`config.mk`:
```
export PLATFORM = sky130hd
export DESIGN_NAME = rtp_h264_depacketizer
export DESIGN_NICKNAME = d
export VERILOG_FILES = /design/src/design/rhd_pkg.sv /design/src/design/rhd_parse.sv /design/src/design/rhd_emit.sv /design/src/design/rtp_h264_depacketizer.sv
export SDC_FILE = /design/constraint.sdc
export NUM_CORES = 1
export LEC_CHECK = 0
export BUFFER_PORTS_ARGS = -buffer_cell sky130_fd_sc_hd__clkbuf_2
export CAP_MARGIN = 20
export CORE_MARGIN = 2
export CORE_UTILIZATION = 45
export DETAILED_ROUTE_END_ITERATION = 12
export PLACE_DENSITY_LB_ADDON = 0.2
export SLEW_MARGIN = 20
export SYNTH_ARGS = -nofsm -noshare
export SYNTH_HDL_FRONTEND = slang
export SYNTH_SLANG_ARGS = --single-unit
```
`constraint.sdc`:
```
create_clock -name clk -period 5.1 [get_ports clk]
set_input_delay 0.255 -clock clk [delete_from_list [all_inputs] [get_ports clk]]
set_output_delay 0.255 -clock clk [all_outputs]
set_load 0.005 [all_outputs]
```
`src/design/rhd_pkg.sv`:
```
// Shared types and constants for the RTP H.264 depacketizer.
// Used by rhd_parse, rhd_emit, the top level and the testbench.
package rhd_pkg;

  localparam int unsigned FIXED_HEADER_BYTES = 12;
  localparam int unsigned POS_W              = 7;
  localparam logic [POS_W-1:0] BYTE_POS_MAX  = 7'd127;

  localparam logic [4:0] NAL_TYPE_SINGLE_MAX = 5'd23;
  localparam logic [4:0] NAL_TYPE_FU_A       = 5'd28;

  // Start code 00 00 00 01: index of the final byte and its value
  localparam logic [1:0] SC_LAST_IDX  = 2'd3;
  localparam logic [7:0] SC_LAST_BYTE = 8'h01;

  typedef enum logic [1:0] {
    KIND_NONE    = 2'd0,
    KIND_SINGLE  = 2'd1,
    KIND_FU_HDR  = 2'd2,
    KIND_FU_DATA = 2'd3
  } kind_t;

  // Results caused by one packet byte, in emission order:
  // optional marker, optional start code, optional data byte.
  typedef struct packed {
    logic       has_mark;
    logic       mark_abort;
    logic       mark_gap;
    logic       mark_last;
    logic       has_sc;
    logic       has_byte;
    logic [7:0] data;
    logic       data_last;
  } desc_t;

  typedef struct packed {
    logic [7:0] data;
    logic       data_valid;
    logic       nal_first;
    logic       nal_last;
    logic       nal_abort;
    logic       seq_gap;
    logic       run_last;
  } res_t;

endpackage

```
`src/design/rhd_parse.sv`:
```
// Packet byte parser: RTP header skip, sequence check and NAL / FU-A decode.
// Produces one result descriptor per accepted byte; depends on rhd_pkg.
module rhd_parse (
  input  logic                clk,
  input  logic                rst_n,
  input  logic                accept,
  input  logic [7:0]          pkt_byte,
  input  logic                pkt_last,
  output rhd_pkg::desc_t      desc,
  output logic                desc_has
);

  logic [rhd_pkg::POS_W-1:0] byte_pos_r, byte_pos_nxt;
  logic [3:0]  csrc_r, csrc_nxt;
  logic [7:0]  seq_hi_r, seq_hi_nxt;
  logic [7:0]  seq_lo_r, seq_lo_nxt;
  logic [15:0] prev_seq_r, prev_seq_nxt;
  logic        no_pkt_r, no_pkt_nxt;
  logic [7:0]  hdr_r, hdr_nxt;
  rhd_pkg::kind_t kind_r, kind_nxt;
  logic        frag_open_r, frag_open_nxt;
  logic        fu_end_r, fu_end_nxt;

  logic [rhd_pkg::POS_W-1:0] hs;
  logic [15:0] seq;
  logic        gap, single, ab, e_bit;

  // Header latches and decode of the current byte
  always_comb begin
    csrc_nxt   = csrc_r;
    seq_hi_nxt = seq_hi_r;
    seq_lo_nxt = seq_lo_r;

    if (byte_pos_r == '0) csrc_nxt = pkt_byte[3:0];
    if (byte_pos_r == 7'd2) seq_hi_nxt = pkt_byte;
    if (byte_pos_r == 7'd3) seq_lo_nxt = pkt_byte;

    hs     = 7'(rhd_pkg::FIXED_HEADER_BYTES) + {1'b0, csrc_nxt, 2'b00};
    seq    = {seq_hi_nxt, seq_lo_nxt};
    gap    = !no_pkt_r && (seq != prev_seq_r + 16'd1);
    single = pkt_byte[4:0] <= rhd_pkg::NAL_TYPE_SINGLE_MAX;
    ab     = frag_open_r && (gap || single);
    e_bit  = pkt_byte[6];
  end

  // Next state
  always_comb begin
    byte_pos_nxt  = byte_pos_r;
    prev_seq_nxt  = prev_seq_r;
    no_pkt_nxt    = no_pkt_r;
    hdr_nxt       = hdr_r;
    kind_nxt      = kind_r;
    frag_open_nxt = frag_open_r;
    fu_end_nxt    = fu_end_r;

    if (byte_pos_r == hs) begin
      // First payload byte: sequence check and NAL header
      prev_seq_nxt = seq;
      no_pkt_nxt   = 1'b0;
      if (ab) frag_open_nxt = 1'b0;
      if (single) begin
        kind_nxt = rhd_pkg::KIND_SINGLE;
      end else if (pkt_byte[4:0] == rhd_pkg::NAL_TYPE_FU_A) begin
        hdr_nxt  = pkt_byte;
        kind_nxt = rhd_pkg::KIND_FU_HDR;
      end else begin
        kind_nxt = rhd_pkg::KIND_NONE;
      end
    end else if (byte_pos_r > hs) begin
      case (kind_r)
        rhd_pkg::KIND_FU_HDR: begin
          if (pkt_byte[7]) begin
            frag_open_nxt = !(e_bit && pkt_last);
            fu_end_nxt    = e_bit;
            kind_nxt      = rhd_pkg::KIND_FU_DATA;
          end else if (frag_open_r) begin
            fu_end_nxt = e_bit;
            kind_nxt   = rhd_pkg::KIND_FU_DATA;
            if (e_bit && pkt_last) frag_open_nxt = 1'b0;
          end else begin
            kind_nxt = rhd_pkg::KIND_NONE;
          end
        end
        rhd_pkg::KIND_FU_DATA: begin
          if (pkt_last && fu_end_r) frag_open_nxt = 1'b0;
        end
        default: begin
        end
      endcase
    end

    if (pkt_last) begin
      byte_pos_nxt = '0;
      kind_nxt     = rhd_pkg::KIND_NONE;
      fu_end_nxt   = 1'b0;
    end else if (byte_pos_r < rhd_pkg::BYTE_POS_MAX) begin
      byte_pos_nxt = byte_pos_r + 7'd1;
    end
  end

  // Result descriptor
  always_comb begin
    desc = '0;

    if (byte_pos_r == hs) begin
      if (gap || ab) begin
        desc.has_mark   = 1'b1;
        desc.mark_abort = ab;
        desc.mark_gap   = gap;
      end
      if (single) begin
        desc.has_sc    = 1'b1;
        desc.has_byte  = 1'b1;
        desc.data      = pkt_byte;
        desc.data_last = pkt_last;
      end
    end else if (byte_pos_r > hs) begin
      case (kind_r)
        rhd_pkg::KIND_SINGLE: begin
          desc.has_byte  = 1'b1;
          desc.data      = pkt_byte;
          desc.data_last = pkt_last;
        end
        rhd_pkg::KIND_FU_HDR: begin
          if (pkt_byte[7]) begin
            // Fresh start bit: abort any open fragment, rebuild the NAL header
            desc.has_mark   = frag_open_r;
            desc.mark_abort = frag_open_r;
            desc.has_sc     = 1'b1;
            desc.has_byte   = 1'b1;
            desc.data       = {hdr_r[7:5], pkt_byte[4:0]};
            desc.data_last  = e_bit && pkt_last;
          end else if (frag_open_r && e_bit && pkt_last) begin
            desc.has_mark  = 1'b1;
            desc.mark_last = 1'b1;
          end
        end
        rhd_pkg::KIND_FU_DATA: begin
          desc.has_byte  = 1'b1;
          desc.data      = pkt_byte;
          desc.data_last = pkt_last && fu_end_r;
        end
        default: begin
        end
      endcase
    end

    desc_has = desc.has_mark || desc.has_sc || desc.has_byte;
  end

  always_ff @(posedge clk) begin
    if (!rst_n) begin
      byte_pos_r  <= '0;
      csrc_r      <= '0;
      seq_hi_r    <= '0;
      seq_lo_r    <= '0;
      prev_seq_r  <= '0;
      no_pkt_r    <= 1'b1;
      hdr_r       <= '0;
      kind_r      <= rhd_pkg::KIND_NONE;
      frag_open_r <= 1'b0;
      fu_end_r    <= 1'b0;
    end else if (accept) begin
      byte_pos_r  <= byte_pos_nxt;
      csrc_r      <= csrc_nxt;
      seq_hi_r    <= seq_hi_nxt;
      seq_lo_r    <= seq_lo_nxt;
      prev_seq_r  <= prev_seq_nxt;
      no_pkt_r    <= no_pkt_nxt;
      hdr_r       <= hdr_nxt;
      kind_r      <= kind_nxt;
      frag_open_r <= frag_open_nxt;
      fu_end_r    <= fu_end_nxt;
    end
  end

endmodule

```
`src/design/rhd_emit.sv`:
```
// Result sequencer: holds one descriptor and issues its results one per cycle
// while the output is not stalled, into the output register. Depends on rhd_pkg.
module rhd_emit (
  input  logic            clk,
  input  logic            rst_n,
  input  logic            load,
  input  rhd_pkg::desc_t  load_desc,
  output logic            ready,
  output logic            res_valid,
  output rhd_pkg::res_t   res,
  input  logic            res_stall
);

  rhd_pkg::desc_t desc_r, desc_nxt;
  logic       pend_mark_r, pend_mark_nxt;
  logic       pend_sc_r, pend_sc_nxt;
  logic       pend_byte_r, pend_byte_nxt;
  logic [1:0] sc_idx_r, sc_idx_nxt;
  logic       res_valid_r, res_valid_nxt;
  rhd_pkg::res_t res_r, res_nxt;

  logic busy, fire, cur_last;
  rhd_pkg::res_t cur;

  assign busy = pend_mark_r || pend_sc_r || pend_byte_r;
  assign fire = busy && (!res_valid_r || !res_stall);

  always_comb begin
    cur = '0;
    if (pend_mark_r) begin
      cur.nal_last  = desc_r.mark_last;
      cur.nal_abort = desc_r.mark_abort;
      cur.seq_gap   = desc_r.mark_gap;
      cur_last      = !pend_sc_r && !pend_byte_r;
    end else if (pend_sc_r) begin
      cur.data       = (sc_idx_r == rhd_pkg::SC_LAST_IDX) ? rhd_pkg::SC_LAST_BYTE : 8'h00;
      cur.data_valid = 1'b1;
      cur.nal_first  = (sc_idx_r == 2'd0);
      cur_last       = (sc_idx_r == rhd_pkg::SC_LAST_IDX) && !pend_byte_r;
    end else begin
      cur.data       = desc_r.data;
      cur.data_valid = 1'b1;
      cur.nal_last   = desc_r.data_last;
      cur_last       = 1'b1;
    end
    cur.run_last = cur_last;
  end

  assign ready = !busy || (fire && cur_last);

  always_comb begin
    desc_nxt      = desc_r;
    pend_mark_nxt = pend_mark_r;
    pend_sc_nxt   = pend_sc_r;
    pend_byte_nxt = pend_byte_r;
    sc_idx_nxt    = sc_idx_r;
    res_valid_nxt = res_valid_r && res_stall;
    res_nxt       = res_r;

    if (fire) begin
      res_valid_nxt = 1'b1;
      res_nxt       = cur;
      if (pend_mark_r) begin
        pend_mark_nxt = 1'b0;
      end else if (pend_sc_r) begin
        sc_idx_nxt = sc_idx_r + 2'd1;
        if (sc_idx_r == rhd_pkg::SC_LAST_IDX) pend_sc_nxt = 1'b0;
      end else begin
        pend_byte_nxt = 1'b0;
      end
    end

    if (load) begin
      desc_nxt      = load_desc;
      pend_mark_nxt = load_desc.has_mark;
      pend_sc_nxt   = load_desc.has_sc;
      pend_byte_nxt = load_desc.has_byte;
      sc_idx_nxt    = 2'd0;
    end
  end

  always_ff @(posedge clk) begin
    if (!rst_n) begin
      pend_mark_r <= 1'b0;
      pend_sc_r   <= 1'b0;
      pend_byte_r <= 1'b0;
      sc_idx_r    <= 2'd0;
      res_valid_r <= 1'b0;
    end else begin
      pend_mark_r <= pend_mark_nxt;
      pend_sc_r   <= pend_sc_nxt;
      pend_byte_r <= pend_byte_nxt;
      sc_idx_r    <= sc_idx_nxt;
      res_valid_r <= res_valid_nxt;
    end
  end

  always_ff @(posedge clk) begin
    desc_r <= desc_nxt;
    res_r  <= res_nxt;
  end

  assign res_valid = res_valid_r;
  assign res       = res_r;

endmodule

```
`src/design/rtp_h264_depacketizer.sv`:
```
// RTP H.264 depacketizer (single NAL and FU-A) to an Annex-B byte stream.
// Each descriptor is registered in the result sequencer, each result in the
// output register. Throughput: 1 byte per cycle when not stalled; a byte that
// opens a NAL unit causes up to 6 results (marker, 4 start-code bytes, header)
// issued one per cycle unless the output stalls; in_stall holds until the last.
// Reset: synchronous, active low; clears parser state and empties the output.
module rtp_h264_depacketizer (
  input  logic       clk,
  input  logic       rst_n,
  // Packet byte channel
  input  logic       in_valid,
  output logic       in_stall,
  input  logic [7:0] in_pkt_byte,
  input  logic       in_pkt_last,
  // Annex-B result channel
  output logic       out_valid,
  input  logic       out_stall,
  output logic [7:0] out_out_byte,
  output logic       out_out_valid,
  output logic       out_nal_first,
  output logic       out_nal_last,
  output logic       out_nal_abort,
  output logic       out_seq_gap,
  output logic       out_run_last
);

  logic           seq_ready;
  logic           in_accept;
  rhd_pkg::desc_t desc;
  logic           desc_has;
  rhd_pkg::res_t  res;

  // Take a new byte whenever the sequencer is free or issues its final
  // result this cycle; a byte with no results just advances parser state.
  assign in_stall  = !seq_ready;
  assign in_accept = in_valid && seq_ready;

  rhd_parse u_parse (
    .clk      (clk),
    .rst_n    (rst_n),
    .accept   (in_accept),
    .pkt_byte (in_pkt_byte),
    .pkt_last (in_pkt_last),
    .desc     (desc),
    .desc_has (desc_has)
  );

  // Load the descriptor only when the byte actually produces a transaction
  rhd_emit u_emit (
    .clk       (clk),
    .rst_n     (rst_n),
    .load      (in_accept && desc_has),
    .load_desc (desc),
    .ready     (seq_ready),
    .res_valid (out_valid),
    .res       (res),
    .res_stall (out_stall)
  );

  // Unpack the registered result onto the field ports
  assign out_out_byte  = res.data;
  assign out_out_valid = res.data_valid;
  assign out_nal_first = res.nal_first;
  assign out_nal_last  = res.nal_last;
  assign out_nal_abort = res.nal_abort;
  assign out_seq_gap   = res.seq_gap;
  assign out_run_last  = res.run_last;

endmodule

```
==> metrics.md, run 1 <==
| Metric | Value |
|---|---|
| CP bufs+invs | `1` |
| Top cells by area, synth | `dfxtp_1 (25%), edfxtp_1 (17%), mux2i_1 (6.9%), nor2b_1 (4.5%), xnor2_1 (4.0%)` |
| Worst Path Required | `between 5000 and 6000 ps` |
| Routed WL | `about 10,000 um` |
| Leak Pwr | `a little over 2 nW` |
| #FFs+latches synth | `83` |
| GR Overflow Total | `0` |
| Worst vdd ir | `approximately 0.00012 V` |
| Min Hold Slack | `about 290 ps` |
| Placement Setup Slack | `between 150 and 200 ps` |
| GRT Overall Usage | `0.1919` |
| Post-Syn Nets | `513` |
| Routed Antenna Nets | `0` |
| Setup TNS | `0 ps` |
| RSZ-0062 raised after global routing | `false` |
| Synth warn | `0` |
| Final worst path period need | `approximately 4600 ps` |
| Worst R2R Setup Slack | `~470 ps` |
| Pwr Density | `around 270 nW/um2` |
| Vias in the first global route | `~3,300` |
| CP peak stage delay | `610 ps` |
| TritonCTS Buffers | `9` |
| Fill count | `between 900 and 1,000` |
| Mapped Cells | `488` |
| Post-CTS Resized | `0` |
| Status | `finished clean` |
| Cell variety after synth | `65` |
| Row Count | `36` |
| Initial Utilization | `0.4680` |
| Count of final hold-check violations | `0` |
| CP dominant cell by count | `nand2_1` |
| ANT cells | `0` |
| Critical path's top delay family | `simple AND/OR/NAND/NOR gates` |
| Final instance area | `slightly above 5000 um2` |
| Slew headroom | `0.5011` |
| Worst setup EP type | `flip-flop` |
| Share of the synthesized area in the top cell type | `0.2472` |
| Reg area | `roughly 1900 um2` |
| Detailed placer's ending HPWL | `7256 um` |
| R2r endpoint | `u_emit.desc_r[7]` |
| CTS Buffer Depth | `2` |
| Highest Clock Rate | `216.1 MHz` |
| Post-layout total power | `between 1 and 1.5 mW` |
| CP startpoint | `u_parse.byte_pos_r[3]` |
| Synth area leader | `dfxtp_1` |
| Startpoint types | `flip-flop` |
| Core Region | `roughly 9900 um2` |
| I/O Buffers | `28` |
| Clock slew at reported path FFs | `about 90 ps` |
| Setup Skew | `approximately 12 ps` |
| Skew-Pair Late Insertion Delay | `around 370 ps` |
| Layout cell share with drive strength beyond 1 | `0.1354` |
| Sequential element share of the synthesized area | `0.4163` |
| Drt wl/cell | `15.75 um` |
| Crit share post-route | `0.9072` |
| DR iter-0 viols | `213` |
| Die Ht | `105.3 um` |
| Drt first pass iters | `6` |
| Ys async rst share | `0` |
| Initial antenna violation count | `0` |
| Max_cap viols | `0` |
| CP arrival | `between 4000 and 5000 ps` |
| Worst Max-Slew Pin Slew | `748.3 ps` |
| Ports | `29` |
| Die ar. | `11,090 um2` |
| Primary FF master, synth | `dfxtp_1` |
| Vias/cell | `~5.5` |
| Clock sinks | `83` |
| Commonest non-fill, non-tap cell in the layout | `dfxtp_1` |
| CP Class | `reg -> reg` |
| Pins Over Slew Limit | `0` |
| Worst reg2reg path startpoint | `u_parse.byte_pos_r[3]` |
| EDFF count, synth | `26` |
| Setup ws final | `between 400 and 500 ps` |
| Area of the multi-input gates | `around 2600 um2` |
| H-tree levels | `3` |
| Largest net degree at the start of global routing | `roughly 50` |
| Root buffer cell | `clkbuf_8` |
| TritonCTS clock tree | `built` |
| Setup violations, final | `0` |
| Critical path, cell by cell | `or4_4 -> nor3b_2 -> mux2i_1 -> nand2_1 -> nand2_1 -> xor2_1 -> nand2_1 -> o21ai_0 -> ha_1 -> and3_1 -> and4_1 -> a21oi_1 -> buf_4 -> nor2b_1 -> nor2_1 -> o21a_1 -> nor2_1 -> a21o_2` |
| Vias | `~3,600` |
| Levels on crit path | `18` |
| # hold bufs at CTS | `0` |
| Worst R2R Path Depth | `18` |
| Worst min-delay path class | `in -> reg` |
| Placed inst area | `approximately 4900 um2` |
| Drt drc | `0` |
| Final net count | `537` |
| Worst Setup EP | `u_emit.desc_r[7]` |
| Most frequent cells in the layout | `dfxtp_1 (57), nand2_1 (48), nor2b_1 (33), nor2_1 (33), mux2i_1 (32)` |
| Mean Syn Cell Area | `around 9.5 um2` |
| Mapped cell area | `4617 um2` |
| Postcts setup bufs | `0` |
| Die Width | `approximately 110 um` |
| Worst-path fanout max | `12` |
| Gpl congestion | `between 0.8 and 0.9` |
| First-pass GRT wire length | `~17,000 um` |
| CP max stage cell | `or4_4` |
| Syn-to-layout area delta | `10.73%` |
[how the worst min path moves through the flow]
stage                                 from                   to  slack [ps]  cells past startpoint
after floorplan             in_pkt_byte[0]  u_parse.seq_hi_r[0]         420                      2
after global placement    u_parse.no_pkt_r     u_parse.no_pkt_r         480                      2
after detailed placement  u_parse.no_pkt_r     u_parse.no_pkt_r         490                      2
after CTS                        out_stall     u_emit.res_valid         270                      3
after global routing        in_pkt_byte[5]  u_parse.seq_lo_r[5]         300                      3
final                            out_stall     u_emit.res_valid         290                      3
[cell usage after synthesis (8+ instances only)]
cell      number
and2_1        12
o21ai_0       12
nand2_1       48
nand4_1        9
dfxtp_1       57
edfxtp_1      26
clkbuf_1      21
mux2i_1       32
o211a_1       11
nor2_1        33
nand3_1       24
nor2b_1       33
a21oi_1       20
ha_1          12
xor2_1         8
xnor2_1       21
inv_1         11
[state kept, by name (all words and copies together) (netlist names), 2 cells and up]
name	count
u_parse.seq_hi_r	8
u_parse.seq_lo_r	8
u_parse.byte_pos_r	7
u_parse.prev_seq_r	16
u_parse.kind_r	2
u_parse.csrc_r	4
u_emit.desc_r	12
u_emit.sc_idx_r	2
u_emit.res	14
u_parse.hdr_r	3
[layout make-up]
cell class / instances / share of cell area
flip-flops and latches: 83 / 0.3759
clock buffers: 10 / 0.02496
clock inverters: 6 / 0.01738
inverters: 12 / 0.008811
multi-input cells: 370 / 0.5012
repair buffers: 36 / 0.03916
well taps: 133 / 0.03255
[worst reg2reg max path, cell delays in order, from the launching register on]
cell	delay (ps)
dfxtp_1	390
or4_4	610
nor3b_2	320
mux2i_1	390
nand2_1	110
nand2_1	90
xor2_1	150
nand2_1	60
o21ai_0	80
ha_1	270
and3_1	190
and4_1	270
a21oi_1	230
buf_4	180
nor2b_1	210
nor2_1	130
o21a_1	120
nor2_1	190
a21o_2	300
[cell families (layout without fill, tap and decap cells)]
group	count (synthesis)	in the layout	synth area share
AOI/OAI and AO/OA	94	94	0.1564
xor gates and xnor gates	29	29	0.05501
buffers and inverters	35	64	0.03090
adders and majority gates	12	12	0.03252
DFF	83	83	0.4163
muxes	34	34	0.07426
and+or+nand+nor	201	201	0.2347
[where the power goes]
group | internal, mW | switching [mW] | total (mW)
clock | 0.277 | 0.252 | 0.529
sequential | 0.694 | 0.0113 | 0.705
combinational | 0.0543 | 0.0801 | 0.134
[metal layers]
| metal | up-vias | track usage | share of wire |
|---|---|---|---|
| met5 | - | 0 | 0 |
| met4 | 0 | 0.06381 | 0.017 |
| met3 | 15 | 0.04453 | 0.046 |
| met2 | 69 | 0.2889 | 0.45 |
| met1 | 1709 | 0.2713 | 0.49 |
| li1 | 1798 | - | - |
[through the flow]
stage / util / instances
6_report: 0.5183 / 650
3_5_place_dp: 0.4957 / 634
3_3_place_gp: 0.4953 / 634
4_1_cts: 0.5176 / 650
5_1_grt: 0.5183 / 650
2_1_floorplan: - / 488
Note: power is estimated with default switching activity, not from simulation.
==> run 2, diff against run 1 <==
--- a/config.mk
+++ b/config.mk
@@ -14,4 +14,5 @@
 export SLEW_MARGIN = 20
 export SYNTH_ARGS = -nofsm -noshare
 export SYNTH_HDL_FRONTEND = slang
+export SYNTH_HIERARCHICAL = 1
 export SYNTH_SLANG_ARGS = --single-unit
==> run 2 against run 1 <==
  * First-iteration DRC count is 2.3% higher
  * Power is 3.5% lower
  * Highest routed layer unchanged
  * Critical path depth is 2 higher
  * Global-route usage is 1.5 points lower
  * Design area is 3.7% lower
  * Critical endpoint is now u_emit/desc_r[13]
  * Sequential power is 0.7% lower
  * Via count is 8.7% lower
  * Non-clock buffer count is 4 lower
  * Sequential share of layout area is 1.5 points higher
==> metrics.md, run 2 <==
| Metric | Value |
|---|---|
| TritonCTS Buffers | `9 (unchanged)` |
| Routed WL | `9093 um (was 10,240 um)` |
| CP peak stage delay | `400 ps (was 610 ps)` |
| ANT cells | `0 (unchanged)` |
| Mean Syn Cell Area | `9.841 um2 (was 9.461 um2)` |
| Vias in the first global route | `2,991 (was 3,299)` |
| Clock sinks | `83 (unchanged)` |
| Synth area leader | `dfxtp_1 (unchanged)` |
| Most common cell in the synthesized netlist | `nand2_1 (was dfxtp_1)` |
| Startpoint types | `flip-flop (unchanged)` |
| Status | `finished clean (unchanged)` |
| Synth warn | `6 (was 0)` |
| CP arrival | `4600 ps (was 4680 ps)` |
| Vias | `3,278 (was 3,591)` |
| Ports | `29 (unchanged)` |
| Initial Utilization | `0.4593 (was 0.4680)` |
| Logic gate share of total power | `0.085 (was 0.098)` |
| Layout cell share with drive strength beyond 1 | `0.1328 (was 0.1354)` |
| Count of final hold-check violations | `0 (unchanged)` |
| Post-Syn Nets | `477 (was 513)` |
| Pwr Density | `268.5 nW/um2 (was 267.7 nW/um2)` |
| Final worst path period need | `4552 ps (was 4627 ps)` |
| Sw Ratio | `0.2344 (was 0.2511)` |
| Die Width | `103.4 um (was 105.3 um)` |
| DR iter-0 viols | `218 (was 213)` |
| #FFs+latches synth | `83 (unchanged)` |
| Initial antenna violation count | `0 (unchanged)` |
| Mapped Cells | `452 (was 488)` |
| H-tree levels | `3 (unchanged)` |
| Ys async rst share | `0 (unchanged)` |
| Drt drc | `0 (unchanged)` |
| Gpl congestion | `0.8448 (was 0.8761)` |
| Critical path, cell by cell | `inv_1 -> ha_1 -> nand3b_1 -> mux2i_1 -> nand2_1 -> nand2_1 -> xor2_1 -> nand2_1 -> o21ai_0 -> ha_1 -> and3_1 -> and4_1 -> a31oi_2 -> nand2_1 -> or2_2 -> o21ai_0 -> nand2_1 -> or3b_1 -> and3_1 -> buf_4 (was or4_4 -> nor3b_2 -> mux2i_1 -> nand2_1 -> nand2_1 -> xor2_1 -> nand2_1 -> o21ai_0 -> ha_1 -> and3_1 -> and4_1 -> a21oi_1 -> buf_4 -> nor2b_1 -> nor2_1 -> o21a_1 -> nor2_1 -> a21o_2)` |
| Highest Clock Rate | `219.7 MHz (was 216.1 MHz)` |
| TritonCTS clock tree | `built (unchanged)` |
| GRT Overall Usage | `0.1772 (was 0.1919)` |
| CTS Buffer Depth | `2 (unchanged)` |
| Share of the synthesized area in the top cell type | `0.2565 (was 0.2472)` |
| Setup TNS | `0 ps (unchanged)` |
| Sequential element share of the synthesized area | `0.4321 (was 0.4163)` |
| Final net count | `502 (was 537)` |
| Row Count | `36 (unchanged)` |
| Net Switching | `0.3097 mW (was 0.3436 mW)` |
| Cell Int Power | `1.011 mW (was 1.025 mW)` |
| Crit share post-route | `0.8925 (was 0.9072)` |
| Max_cap viols | `0 (unchanged)` |
| Slew headroom | `0.3098 (was 0.5011)` |
| Worst-path fanout max | `14 (was 12)` |
| Worst setup EP type | `flip-flop (unchanged)` |
| Core Region | `9684 um2 (was 9864 um2)` |
| Top cells by area, synth | `dfxtp_1 (26%), edfxtp_1 (18%), mux2i_1 (8.6%), nand2_1 (5.0%), xnor2_1 (4.7%) (was dfxtp_1 (25%), edfxtp_1 (17%), mux2i_1 (6.9%), nor2b_1 (4.5%), xnor2_1 (4.0%))` |
| Final Util | `0.5081 (was 0.5183)` |
| Worst min-delay path class | `in -> reg (unchanged)` |
| Detailed placer's ending HPWL | `6321 um (was 7256 um)` |
| GR Overflow Total | `0 (unchanged)` |
| Die ar. | `10,700 um2 (was 11,090 um2)` |
| CP max stage cell | `mux2i_1 (was or4_4)` |
| Largest net degree at the start of global routing | `56 (was 49)` |
| Vias/cell | `5.330 (was 5.525)` |
| Worst Max-Slew Pin Slew | `1035 ps (was 748.3 ps)` |
| Flop pwr share | `0.530 (was 0.515)` |
| Leak Pwr | `2.171 nW (was 2.074 nW)` |
| Drt wl/cell | `14.79 um (was 15.75 um)` |
| Commonest non-fill, non-tap cell in the layout | `nand2_1 (was dfxtp_1)` |
| Worst vdd ir | `0.0001164 V (was 0.0001213 V)` |
| Mapped cell area | `4448 um2 (was 4617 um2)` |
| Cell variety after synth | `61 (was 65)` |
| Drt first pass iters | `4 (was 6)` |
| Skew-Pair Late Insertion Delay | `350 ps (was 370 ps)` |
| RSZ-0062 raised after global routing | `false (unchanged)` |
| Pins Over Slew Limit | `0 (unchanged)` |
| Die Ht | `103.4 um (was 105.3 um)` |
| Root buffer cell | `clkbuf_8 (unchanged)` |
| Routed Antenna Nets | `0 (unchanged)` |
| Setup Skew | `10.15 ps (was 12.25 ps)` |
| Postcts setup bufs | `0 (unchanged)` |
| Top reg by flops | `u_parse/prev_seq_r (was u_parse.prev_seq_r)` |
| Min Hold Slack | `258.6 ps (was 291.0 ps)` |
| First-pass GRT wire length | `14,760 um (was 16,720 um)` |
| Clock power frac | `0.385 (was 0.387)` |
| CP dominant cell by count | `nand2_1 (unchanged)` |
| Setup violations, final | `0 (unchanged)` |
| I/O Buffers | `28 (unchanged)` |
| Syn-to-layout area delta | `10.63% (was 10.73%)` |
| Top cells by count, synth | `nand2_1 (59), dfxtp_1 (57), mux2i_1 (38) (was dfxtp_1 (57), nand2_1 (48), nor2_1 (33), nor2b_1 (33), mux2i_1 (32))` |
| Worst Path Required | `5150 ps (about the same)` |
| Primary FF master, synth | `dfxtp_1 (unchanged)` |
| Number of flip-flops in the largest register | `16 (unchanged)` |
| CP Class | `reg -> reg (unchanged)` |
| EDFF count, synth | `26 (unchanged)` |
| Most frequent cells in the layout | `nand2_1 (59), dfxtp_1 (57), mux2i_1 (38) (was dfxtp_1 (57), nand2_1 (48), nor2b_1 (33), nor2_1 (33), mux2i_1 (32))` |
| Clock slew at reported path FFs | `90 ps (about the same)` |
-- run 2: cell count changes after synthesis, sizes merged, moves of 7 or more --
cell	change
a21oi	-9
and2	+8
clkbuf	-7
mux2i	+7
nand2	+13
nor2	-20
nor2b	-7
o211a	+7
o21ai	-8
-- run 2: routing by layer --
| layer | part of all wire | vias up | global-route usage |
|---|---|---|---|
| met5 | 0 | - | 0 |
| met4 | 0.0064 | 0 | 0.05769 |
| met3 | 0.031 | 4 | 0.02823 |
| met2 | 0.46 | 50 | 0.2824 |
| met1 | 0.50 | 1564 | 0.2466 |
| li1 | - | 1660 | - |
-- run 2: path summary, 6_finish.rpt --
kind,start,to,slack (ps),cells past startpoint
setup / recovery,u_parse/byte_pos_r[0],u_emit/desc_r[13],550,20
hold / removal,out_stall,u_emit/res_valid,260,3
setup reg to reg,u_parse/byte_pos_r[0],u_emit/desc_r[13],550,20
hold reg to reg,u_parse/csrc_r[0],u_parse/csrc_r[0],480,1
-- run 2: cell families after synthesis --
logic type | after synthesis | synth area share
AND/OR/NAND/NOR | 181 | 0.2177
flip-flops | 83 | 0.4321
adder cells (fa/ha/maj) | 12 | 0.03375
buffers and inverters | 28 | 0.02701
multiplexers | 40 | 0.09114
XOR/XNOR | 34 | 0.06695
AO/OA/AOI/OAI | 74 | 0.1314
-- run 2: cell type report --
type                            count  area, um2
Clock buffer                       11      131.4
Fill cell                         906       4763
Tap cell                          133      166.4
Timing Repair Buffer               32      170.2
Multi-Input combinational cell    341       2416
Clock inverter                      5      77.57
Inverter                           10      37.54
Sequential cell                    83       1922
-- run 2: power groups by stage --
stage	clock network (mW)	logic, mW	registers [mW]
global placement	0	0.109	0.715
floorplan	0	0.0814	0.713
detailed placement	0	0.111	0.715
finish	0.509	0.112	0.700
global route	0.553	0.123	0.702
CTS	0.523	0.111	0.700
-- run 2: repair_timing --
| action | CTS | global route |
|---|---|---|
| gates resized for setup | 0 | 1 |
| endpoints found under the setup margin | 0 | 11 |
| endpoints found under the hold margin | 0 | 0 |
| hold buffers | 0 | 0 |
-- run 2: per-stage QoR --
stage / total power, mW / area (um2) / std cells / setup WS, ps
after detailed placement: 0.8263 / 4702 / 599 / 481.9
final: 1.321 / 4921 / 615 / 548.2
after global routing: 1.378 / 4921 / 615 / 149.7
after floorplan: 0.7942 / 4448 / 452 / 404.6
after global placement: 0.8240 / 4702 / 599 / 672.3
after CTS: 1.334 / 4911 / 615 / 463.0
-- run 2: critical path: cells and delay by family (launching register included) --
family | cells | cell delay (ps)
AO/OA/AOI/OAI | 3 | 540
XOR/XNOR | 1 | 140
adder cells (fa/ha/maj) | 2 | 530
buffers and inverters | 2 | 340
flip-flops | 1 | 390
multiplexers | 1 | 400
AND/OR/NAND/NOR | 11 | 1910
==> run 3, diff against run 2 <==
--- a/config.mk
+++ b/config.mk
@@ -5,11 +5,13 @@
 export SDC_FILE = /design/constraint.sdc
 export NUM_CORES = 1
 export LEC_CHECK = 0
+export ABC_AREA = 1
 export BUFFER_PORTS_ARGS = -buffer_cell sky130_fd_sc_hd__clkbuf_2
 export CAP_MARGIN = 20
 export CORE_MARGIN = 2
 export CORE_UTILIZATION = 45
 export DETAILED_ROUTE_END_ITERATION = 12
+export GPL_TIMING_DRIVEN = 1
 export PLACE_DENSITY_LB_ADDON = 0.2
 export SLEW_MARGIN = 20
 export SYNTH_ARGS = -nofsm -noshare
==> run 3 against run 2 <==
  * Largest power group unchanged
  * Register-to-register slack better by 240 ps
  * Core utilization is 1.1 points lower
  * Sequential power is 13% higher
  * Largest cell class unchanged
==> metrics.md, run 3 <==
| Metric | Value |
|---|---|
| CP arrival | `4610 ps (was 4600 ps)` |
| Vias in the first global route | `4,202 (was 2,991)` |
| # hold bufs at CTS | `0 (unchanged)` |
| Setup ws final | `786.9 ps (was 548.2 ps)` |
| Worst vdd ir | `0.0001668 V (was 0.0001164 V)` |
| Logic gate share of total power | `0.218 (was 0.085)` |
| Vias/cell | `5.050 (was 5.330)` |
| CP max stage cell | `o21ai_0 (was mux2i_1)` |
| Synth warn | `6 (unchanged)` |
| Most common cell in the synthesized netlist | `nand2_1 (unchanged)` |
| H-tree levels | `3 (unchanged)` |
| CP dominant cell by count | `nand2_1 (unchanged)` |
| CTS Buffer Depth | `2 (unchanged)` |
| Worst-path fanout max | `23 (was 14)` |
| GRT Overall Usage | `0.2090 (was 0.1772)` |
| Initial antenna violation count | `0 (unchanged)` |
| Postcts setup bufs | `0 (unchanged)` |
| Clock slew at reported path FFs | `90 ps (about the same)` |
| Mapped cell area | `4883 um2 (was 4448 um2)` |
| Status | `finished clean (unchanged)` |
| Detailed placer's ending HPWL | `8180 um (was 6321 um)` |
| Syn-to-layout area delta | `8.865% (was 10.63%)` |
| Setup Skew | `11.46 ps (was 10.15 ps)` |
| Synth area leader | `dfxtp_1 (unchanged)` |
| Drt wl/cell | `12.58 um (was 14.79 um)` |
| Flop pwr share | `0.501 (was 0.530)` |
| Net Switching | `0.5166 mW (was 0.3097 mW)` |
| Final instance area | `5316 um2 (was 4921 um2)` |
| Ports | `29 (unchanged)` |
| Initial Utilization | `0.4565 (was 0.4593)` |
| Mean Syn Cell Area | `6.820 um2 (was 9.841 um2)` |
| Clock sinks | `83 (unchanged)` |
| Drt drc | `0 (unchanged)` |
| RSZ-0062 raised after global routing | `false (unchanged)` |
| Number of flip-flops in the largest register | `16 (unchanged)` |
| ANT cells | `0 (unchanged)` |
| Startpoint types | `flip-flop (unchanged)` |
| Worst Path Required | `5400 ps (was 5150 ps)` |
| Cell variety after synth | `33 (was 61)` |
| Core Region | `10,700 um2 (was 9684 um2)` |
| Skew-Pair Late Insertion Delay | `370 ps (was 350 ps)` |
| Post-Syn Nets | `741 (was 477)` |
| Count of final hold-check violations | `0 (unchanged)` |
| Slew headroom | `0.4151 (was 0.3098)` |
| Worst min-delay path class | `in -> reg (unchanged)` |
| Pins Over Slew Limit | `0 (unchanged)` |
| Ys async rst share | `0 (unchanged)` |
| CP Class | `reg -> reg (unchanged)` |
| Routed Antenna Nets | `0 (unchanged)` |
| Sequential element share of the synthesized area | `0.3935 (was 0.4321)` |
| Root buffer cell | `clkbuf_8 (unchanged)` |
| Worst setup EP type | `flip-flop (unchanged)` |
| Min Hold Slack | `229.2 ps (was 258.6 ps)` |
| TritonCTS clock tree | `built (unchanged)` |
| Share of the synthesized area in the top cell type | `0.2337 (was 0.2565)` |
| Drt first pass iters | `5 (was 4)` |
| DR iter-0 viols | `307 (was 218)` |
| Vias | `4,474 (was 3,278)` |
| Top cells by count, synth | `nand2_1 (148), inv_1 (136), nor2_1 (69), o21ai_0 (69), nand3_1 (59) (was nand2_1 (59), dfxtp_1 (57), mux2i_1 (38))` |
| Top cells by area, synth | `dfxtp_1 (23%), edfxtp_1 (16%), nand2_1 (11%), inv_1 (10%), o21ai_0 (7.1%) (was dfxtp_1 (26%), edfxtp_1 (18%), mux2i_1 (8.6%), nand2_1 (5.0%), xnor2_1 (4.7%))` |
| Critical path's top delay family | `simple AND/OR/NAND/NOR gates (unchanged)` |
| Die Ht | `108.2 um (was 103.4 um)` |
| CP bufs+invs | `8 (was 2)` |
| Commonest non-fill, non-tap cell in the layout | `nand2_1 (unchanged)` |
| Max_cap viols | `0 (unchanged)` |
| Worst Max-Slew Pin Slew | `876.4 ps (was 1035 ps)` |
| Final worst path period need | `4313 ps (was 4552 ps)` |
| Mapped Cells | `716 (was 452)` |
| I/O Buffers | `28 (unchanged)` |
| GR Overflow Total | `0 (unchanged)` |
| Layout cell share with drive strength beyond 1 | `0.1139 (was 0.1328)` |
| Primary FF master, synth | `dfxtp_1 (unchanged)` |
| Pwr Density | `296.3 nW/um2 (was 268.5 nW/um2)` |
| Die ar. | `11,700 um2 (was 10,700 um2)` |
| Sw Ratio | `0.3279 (was 0.2344)` |
| Setup violations, final | `0 (unchanged)` |
| TritonCTS Buffers | `9 (unchanged)` |
| Largest net degree at the start of global routing | `40 (was 56)` |
| Crit share post-route | `0.8457 (was 0.8925)` |
| Leak Pwr | `2.688 nW (was 2.171 nW)` |
| Highest Clock Rate | `231.9 MHz (was 219.7 MHz)` |
| Clock power frac | `0.281 (was 0.385)` |
| Setup TNS | `0 ps (unchanged)` |
| EDFF count, synth | `26 (unchanged)` |
| Final net count | `766 (was 502)` |
| Routed WL | `11,150 um (was 9093 um)` |
| Gpl congestion | `0.9302 (was 0.8448)` |
| Most frequent cells in the layout | `nand2_1 (148), inv_1 (136), o21ai_0 (69), nor2_1 (69), nand3_1 (59) (was nand2_1 (59), dfxtp_1 (57), mux2i_1 (38))` |
| Cell Int Power | `1.059 mW (was 1.011 mW)` |
| Top reg by flops | `u_parse/prev_seq_r (unchanged)` |
| #FFs+latches synth | `83 (unchanged)` |
| Die Width | `108.2 um (was 103.4 um)` |
| Placement Setup Slack | `834.6 ps (was 481.9 ps)` |
| Placed inst area | `5136 um2 (was 4702 um2)` |
| Row Count | `38 (was 36)` |
| Post-CTS Resized | `0 (unchanged)` |
| First-pass GRT wire length | `19,140 um (was 14,760 um)` |
| CP peak stage delay | `410 ps (was 400 ps)` |
run 3: changes by cell type in the layout (fill, tap and decap cells not counted), sizes merged, moves of 20 or more:
| cell | before | now |
|---|---|---|
| and2 | 20 | 0 |
| nand3 | 20 | 60 |
| a21oi | 11 | 48 |
| mux2i | 39 | 0 |
| xnor2 | 24 | 0 |
| inv | 10 | 145 |
| nor2 | 13 | 78 |
| nand2 | 62 | 169 |
| o21ai | 9 | 72 |
| nor2b | 26 | 0 |
run 3: final timing paths:
check,from,depth (start not counted),slack [ps],endpoint
setup reg to reg,u_parse/byte_pos_r[4],28,790,u_emit/sc_idx_r[1]
hold / removal,in_pkt_byte[6],3,230,u_parse/hdr_r[6]
setup / recovery,u_parse/byte_pos_r[4],28,790,u_emit/sc_idx_r[1]
hold reg to reg,u_parse/seq_hi_r[6],2,490,u_parse/seq_hi_r[6]
run 3: metal layers:
layer	global-route usage	vias to the layer above	share of wire
li1	-	2327	-
met4	0.07418	0	0.018
met2	0.3450	117	0.45
met1	0.2739	2011	0.48
met5	0	-	0
met3	0.03978	19	0.047
run 3: power by group through the flow:
stage	logic [mW]	clock network [mW]	registers, mW
finish	0.344	0.443	0.789
global route	0.399	0.493	0.797
CTS	0.344	0.459	0.789
detailed placement	0.342	0	0.805
global placement	0.337	0	0.802
floorplan	0.248	0	0.800
run 3: worst reg2reg max path: cells and delay by family (launching register included):
kind / cells / cell delay (ps)
flops: 1 / 350
xor+xnor: 1 / 100
buf+inv: 8 / 860
simple gates: 14 / 1750
compound gates: 4 / 890
fa+ha+maj: 1 / 300
run 3: metrics by stage:
step	total power [mW]	util	std cells
final	1.575	0.4970	886
after global routing	1.689	0.4970	886
after CTS	1.592	0.4970	886
after detailed placement	1.146	0.4801	870
after global placement	1.138	0.4801	870
after floorplan	1.049	-	716
run 3: cell families (layout without fill, tap and decap cells):
family	Yosys count	after routing	share of synthesized area
buffers and inverters	159	189	0.1273
adder cells (fa/ha/maj)	12	12	0.03074
AO/OA/AOI/OAI	129	129	0.1376
XOR/XNOR	5	5	0.008967
AND/OR/NAND/NOR	328	328	0.3018
flip-flops	83	83	0.3935
run 3: cell type report:
cell class / instances / area (um2)
Clock inverter: 7 / 56.30
Multi-Input combinational cell: 474 / 2340
Sequential cell: 83 / 1922
Clock buffer: 9 / 123.9
Inverter: 141 / 529.3
Tap cell: 140 / 175.2
Fill cell: 1101 / 5381
Timing Repair Buffer: 32 / 170.2
